**config.mk**
```make
export PLATFORM = sky130hd
export DESIGN_NAME = gads_div
export DESIGN_NICKNAME = d
export VERILOG_FILES = /design/src/hdl/gads_div.sv
export SDC_FILE = /design/constraint.sdc
export NUM_CORES = 1
export LEC_CHECK = 0
export BUFFER_PORTS_ARGS = -buffer_cell sky130_fd_sc_hd__buf_4
export CAP_MARGIN = 20
export CORE_AREA = 2 2 314 316
export DETAILED_ROUTE_END_ITERATION = 10
export DIE_AREA = 0 0 316 318
export GPL_TIMING_DRIVEN = 0
export SYNTH_ARGS = -nofsm -noshare
export SYNTH_HDL_FRONTEND = slang
export SYNTH_SLANG_ARGS = --single-unit
export TNS_END_PERCENT = 100
```
**constraint.sdc**
```tcl
create_clock -name aclk -period 6.5 [get_ports aclk]
set_clock_uncertainty 0.05 [all_clocks]
set_input_delay 0.325 -clock aclk [delete_from_list [all_inputs] [get_ports aclk]]
set_output_delay 0.325 -clock aclk [all_outputs]
set_load 0.02 [all_outputs]
```
**src/hdl/gads_div.sv**
```systemverilog
`timescale 1ns / 1ps

// Restoring divider, one quotient bit per stage. rem_in must be below den_in.
module gads_div #(
    parameter int DW = 17,
    parameter int QW = 16
) (
    input  logic          aclk,
    input  logic          en,
    input  logic [DW-1:0] rem_in,
    input  logic [QW-1:0] lo_in,
    input  logic [DW-1:0] den_in,
    output logic [QW-1:0] quo_out
);

    logic [DW-1:0] rem_reg [QW];
    logic [QW-1:0] lo_reg  [QW];
    logic [DW-1:0] den_reg [QW];
    logic [QW-1:0] quo_reg [QW];

    logic [DW-1:0] rem_next [QW];
    logic [QW-1:0] lo_next  [QW];
    logic [QW-1:0] quo_next [QW];

    always_comb begin
        logic [DW-1:0] rp;
        logic [QW-1:0] lp;
        logic [DW-1:0] dp;
        logic [QW-1:0] qp;
        logic [DW:0]   sh;
        for (int i = 0; i < QW; i++) begin
            rp = (i == 0) ? rem_in : rem_reg[(i == 0) ? 0 : i-1];
            lp = (i == 0) ? lo_in  : lo_reg[(i == 0) ? 0 : i-1];
            dp = (i == 0) ? den_in : den_reg[(i == 0) ? 0 : i-1];
            qp = (i == 0) ? '0     : quo_reg[(i == 0) ? 0 : i-1];
            sh = {rp, lp[QW-1]};
            lo_next[i] = {lp[QW-2:0], 1'b0};
            if (sh >= {1'b0, dp}) begin
                rem_next[i] = DW'(sh - {1'b0, dp});
                quo_next[i] = {qp[QW-2:0], 1'b1};
            end else begin
                rem_next[i] = sh[DW-1:0];
                quo_next[i] = {qp[QW-2:0], 1'b0};
            end
        end
    end

    always_ff @(posedge aclk) begin
        if (en) begin
            for (int i = 0; i < QW; i++) begin
                rem_reg[i] <= rem_next[i];
                lo_reg[i]  <= lo_next[i];
                den_reg[i] <= (i == 0) ? den_in : den_reg[(i == 0) ? 0 : i-1];
                quo_reg[i] <= quo_next[i];
            end
        end
    end

    assign quo_out = quo_reg[QW-1];

endmodule

```
Word level (Yosys, flattened, before mapping)
Memories as Yosys holds them, arrays and structs flattened.
Index checks and enable logic that the tools add are counted.
Widths: inputs -> output; s select.

storage, ports and cells
  logic and storage cells = 70
  output and inout bits = 16
  bits in registers = 0
  RAM bits = 1040
  memories = 4
  input bits = 52

memories
  memory   words  width  read ports  clocked after Yosys merged registers in  write ports  RTL line  RTL
  den_reg  16     17     15          0                                        16           18        logic [DW-1:0] den_reg [QW];
  rem_reg  16     17     15          0                                        16           16        logic [DW-1:0] rem_reg [QW];
  quo_reg  16     16     16          0                                        16           19        logic [QW-1:0] quo_reg [QW];
  lo_reg   16     15     15          0                                        16           17        logic [QW-1:0] lo_reg [QW];

cells by class
  multiplexer cells = 34
  order comparisons = 16
  add/sub/neg operators = 16

operators with widths
  operator        count
  $ge 18x17->1    16
  $mux 17         16
  $sub 17x17->17  16
  $mux 1          18

Depth between registers and ports, before layout
An unclocked memory read counts as a cell.

  depth in word-level cells = 3
  gate-level depth with buffers = 14
  mapped depth without buffers = 12

Worst setup path after synthesis
Ideal clock, no wire load.

  kind = reg-to-reg
  from = memory lo_reg[0][119] in the netlist's numbering
  to = memory rem_reg[8][10] (netlist: rem_reg[1][10]) (data pin)
  setup time = 0.260 ns
  slack = 3.102 ns
  data required time = 6.190 ns
  stages on the path, launching flop included = 14
  path buffers = 1
  arrival = 3.088 ns
  clock period less this slack = 3.398 ns
  path through = edfxtp_1 -> inv_1 -> ha_1 -> inv_1 -> fa_1 -> a211oi_1 -> o21bai_1 -> a21oi_1 -> o21ai_1 -> nor4_1 -> nor3_1 -> a2111oi_4 -> buf_4 -> mux2_2

RTL lines
  element      RTL line
  from (decl)  17
  to (decl)    16

==> impl_summary.log <==
[metrics] Worst Path Arrival: 4780 ps
[metrics] top-area cell type share of the netlist area: 59.6%
[metrics] result of the run: finished clean
[metrics] I/O Pins: 68
[metrics] Clock Pin Slew Worst Setup and Hold Paths: 60 ps
[metrics] startpoint of the worst register-to-register path: lo_reg[0][89]
[metrics] main area contributors after synthesis: sky130_fd_sc_hd__edfxtp_1 60%, sky130_fd_sc_hd__ha_1 8.8%, sky130_fd_sc_hd__mux2_2 4.6%
[metrics] share of synthesized cell area in full adder, half adder and majority cells: 9.59%
[metrics] final core utilization: 45.2%
[metrics] Die Width: 316 um
[metrics] fraction of layout cells with a size suffix above 1: 11.6%
[metrics] reg-to-reg critical path endpoint: rem_reg[0][117]
[metrics] largest fanout on the critical path: 10
[metrics] residual antenna-violating net count after detailed routing: 0
[metrics] total nets after synthesis: 3327
[metrics] Worst Setup SP: lo_reg[0][89]
[metrics] #FFs+latches synth: 766
[metrics] Post-Place Worst Slack: 2010 ps
[metrics] number of placed cells counting well taps: 4349
[metrics] FMAX: 225 MHz
[metrics] drt drc: 0
[metrics] cell area after synthesis: 38600 sq um
[metrics] number of violations reported at the end of detailed-routing iteration 0: 1018
[metrics] CTS sink count: 766
[metrics] post-route non-filler standard cell count: 4549
[metrics] final design area excluding fillers: 44000 sq um
[metrics] number of cells on the worst hold path: 5
[metrics] crit share post-route: 68.5%
[metrics] headroom to the max-slew limit: 27.8%
[metrics] standby leakage power: 17.3 nW
[metrics] count of buffers inserted at the top-level ports: 67
[metrics] dominant synthesized flop cell: sky130_fd_sc_hd__edfxtp_1
[metrics] fillers: 8709
[metrics] final period demand of the worst path: 4450 ps
[metrics] area leader, netlist: sky130_fd_sc_hd__edfxtp_1
[metrics] share of synthesized flip-flops with an asynchronous set or reset: 0%
[metrics] final worst slack: 2050 ps
[metrics] Resized cells post-CTS: 0
[metrics] critical path type: flop to flop
[metrics] worst min-delay path category: primary input to flop
[metrics] number of cell instances on the worst register-to-register path: 13
[metrics] slack of the worst reg-to-reg path: 2050 ps
[metrics] most common cell after layout, fill and taps aside: sky130_fd_sc_hd__edfxtp_1
[metrics] antenna violations before repair: 0
[metrics] row count: 115
[metrics] H-tree depth: 3
[metrics] share of synthesized area occupied by flip-flops and latches: 59.6%
[metrics] overall power of the completed layout: 20.0 mW
[metrics] transition time at the pin with the least slew margin: 1080 ps
[metrics] number of enable-type register cells in the synthesized netlist: 766
[metrics] mean instance size in the synthesized netlist: 12.9 sq um
[metrics] standard cell core area: 97400 sq um
[metrics] most frequent cells in the layout: 766 x sky130_fd_sc_hd__edfxtp_1, 354 x sky130_fd_sc_hd__inv_1, 272 x sky130_fd_sc_hd__ha_1, 199 x sky130_fd_sc_hd__a21oi_1, 157 x sky130_fd_sc_hd__mux2_2
[metrics] clock insertion delay at the later pin of the skew report: 660 ps
[metrics] sequential cell area: 23000 sq um
[metrics] final setup violation count: 0
[metrics] CP Capture Type: flop
[metrics] total congestion overflow: 0
[metrics] final hold vios: 0
[metrics] synthesized instance count: 2988
[metrics] area post-placement: 40900 sq um
[metrics] first-pass detailed-route iteration total: 6
[metrics] postcts setup bufs: 0
[metrics] via-per-instance ratio: 5.02
[metrics] layout net count: 3538
[metrics] global-route total usage across every layer: 13.6%
[metrics] routed via count: 22800
[metrics] worst-case clock buffer depth: 3
[metrics] routability-driven placement congestion ratio: 0.902
[metrics] area used by multi-input combinational logic: 14100 sq um
[metrics] number of buffers inserted during clock tree synthesis: 84
[metrics] max_cap viols: 0
[metrics] Worst setup endpoint: rem_reg[0][117]
[metrics] hold buffer count at cts: 50
[metrics] simple-gate share of the synthesized area: 6.19%
[metrics] category of the worst setup path launch point: flop
[metrics] combinational family with the most area after synthesis: compound AO/OA/AOI/OAI gates
[metrics] TritonCTS clock tree: done
[metrics] initial cell density of the core: 39.6%
[metrics] Final Slew Violations: 0
[metrics] multiplexer share of the synthesized area: 5.12%
[metrics] HPWL Detailed: 49.1 mm
[metrics] total number of yosys warnings: 0
[metrics] Chip Height: 318 um
[metrics] Min-Delay Startpoint: rem_in[16]
[metrics] setup repair after global routing missed its margin: false
[metrics] tightest hold margin: 138 ps
[metrics] number of inserted diodes: 0
[metrics] required time worst endpoint: 6830 ps
[metrics] Yosys cell types: 75
[metrics] wire length per cell after detailed routing: 14.9 um
[metrics] area enclosed by the die boundary: 100000 sq um
[metrics] area growth from synthesis to layout: 14.1%
[metrics] clock tree root driver cell: sky130_fd_sc_hd__clkbuf_16
[metrics] Total Negative Setup Slacks: 0 ps
[metrics] global-route wire length before repair: 111 mm
[metrics] number of global-route vias before repair: 23600
[metrics] parity-gate share of the synthesized area counting xor and xnor cells: 4.49%
[metrics] peak supply drop: 0.000223 V
[metrics] power per unit of standard cell area: 454 nW/um^2
[metrics] wire length after detailed routing: 67.7 mm
[metrics] maximum number of pins on one net before global-route repair: 132
[metrics] Synth Area in Compound Gates: 11.1%
cells by family (layout without fill, tap and decap cells):
family | count (synthesis) | count (layout)
AO/OA/AOI/OAI | 668 | 668
flip-flops | 766 | 766
buffers and inverters | 389 | 663
AND/OR/NAND/NOR | 503 | 503
multiplexers | 177 | 177
XOR/XNOR | 198 | 198
adder cells (fa/ha/maj) | 287 | 287
critical path, stage by stage, from the launching register on:
cell	delay, ps
sky130_fd_sc_hd__edfxtp_1	350
sky130_fd_sc_hd__inv_1	110
sky130_fd_sc_hd__ha_1	180
sky130_fd_sc_hd__inv_1	50
sky130_fd_sc_hd__fa_1	440
sky130_fd_sc_hd__a211oi_1	380
sky130_fd_sc_hd__o21ai_0	170
sky130_fd_sc_hd__a21oi_1	450
sky130_fd_sc_hd__o31a_1	320
sky130_fd_sc_hd__o21ai_0	150
sky130_fd_sc_hd__a21o_1	220
sky130_fd_sc_hd__a31oi_2	610
sky130_fd_sc_hd__buf_4	340
sky130_fd_sc_hd__mux2_2	350
how the worst min path moves through the flow:
stage	endpoint	slack, ps
after global placement	quo_reg[1][110]	350
after detailed placement	lo_reg[0][101]	350
final	rem_reg[0][16]	140
after CTS	rem_reg[0][16]	90
after floorplan	lo_reg[0][100]	350
after global routing	rem_reg[0][16]	220
where the power goes:
group | internal (mW) | switching (mW)
combinational | 3.73 | 4.24
clock | 2.62 | 1.91
sequential | 7.03 | 0.483
area by class of cell:
class                   count  share of cell area [%]
multi-input cells        1833                    32.0
clock inverters            50                   0.997
well taps                1287                    3.66
repair buffers            125                    2.70
plain buffers              35                   0.381
clock buffers              99                    5.00
flip-flops and latches    766                    52.2
inverters                 354                    3.02
metal layers:
layer / up-vias / track usage, % / part of all wire [%]
met5: - / 0 / 0
met4: 0 / 8.24 / 5.7
met3: 203 / 2.45 / 3.1
met2: 330 / 27.0 / 57
met1: 10800 / 12.5 / 35
li1: 11500 / - / -
cell usage after synthesis (28+ instances only):
| master | count |
|---|---|
| sky130_fd_sc_hd__edfxtp_1 | 766 |
| sky130_fd_sc_hd__inv_1 | 354 |
| sky130_fd_sc_hd__ha_1 | 272 |
| sky130_fd_sc_hd__a21oi_1 | 199 |
| sky130_fd_sc_hd__mux2_2 | 157 |
| sky130_fd_sc_hd__nand2_1 | 147 |
| sky130_fd_sc_hd__o21ai_0 | 144 |
| sky130_fd_sc_hd__nor2_1 | 137 |
| sky130_fd_sc_hd__xnor2_1 | 133 |
| sky130_fd_sc_hd__a21o_1 | 77 |
| sky130_fd_sc_hd__xor2_1 | 65 |
| sky130_fd_sc_hd__o21bai_1 | 43 |
| sky130_fd_sc_hd__nand4_1 | 40 |
| sky130_fd_sc_hd__nor3_1 | 39 |
| sky130_fd_sc_hd__o21a_1 | 32 |
| sky130_fd_sc_hd__nand3_1 | 31 |
| sky130_fd_sc_hd__a211oi_1 | 28 |
No activity file was read; power rests on OpenSTA's default activity.
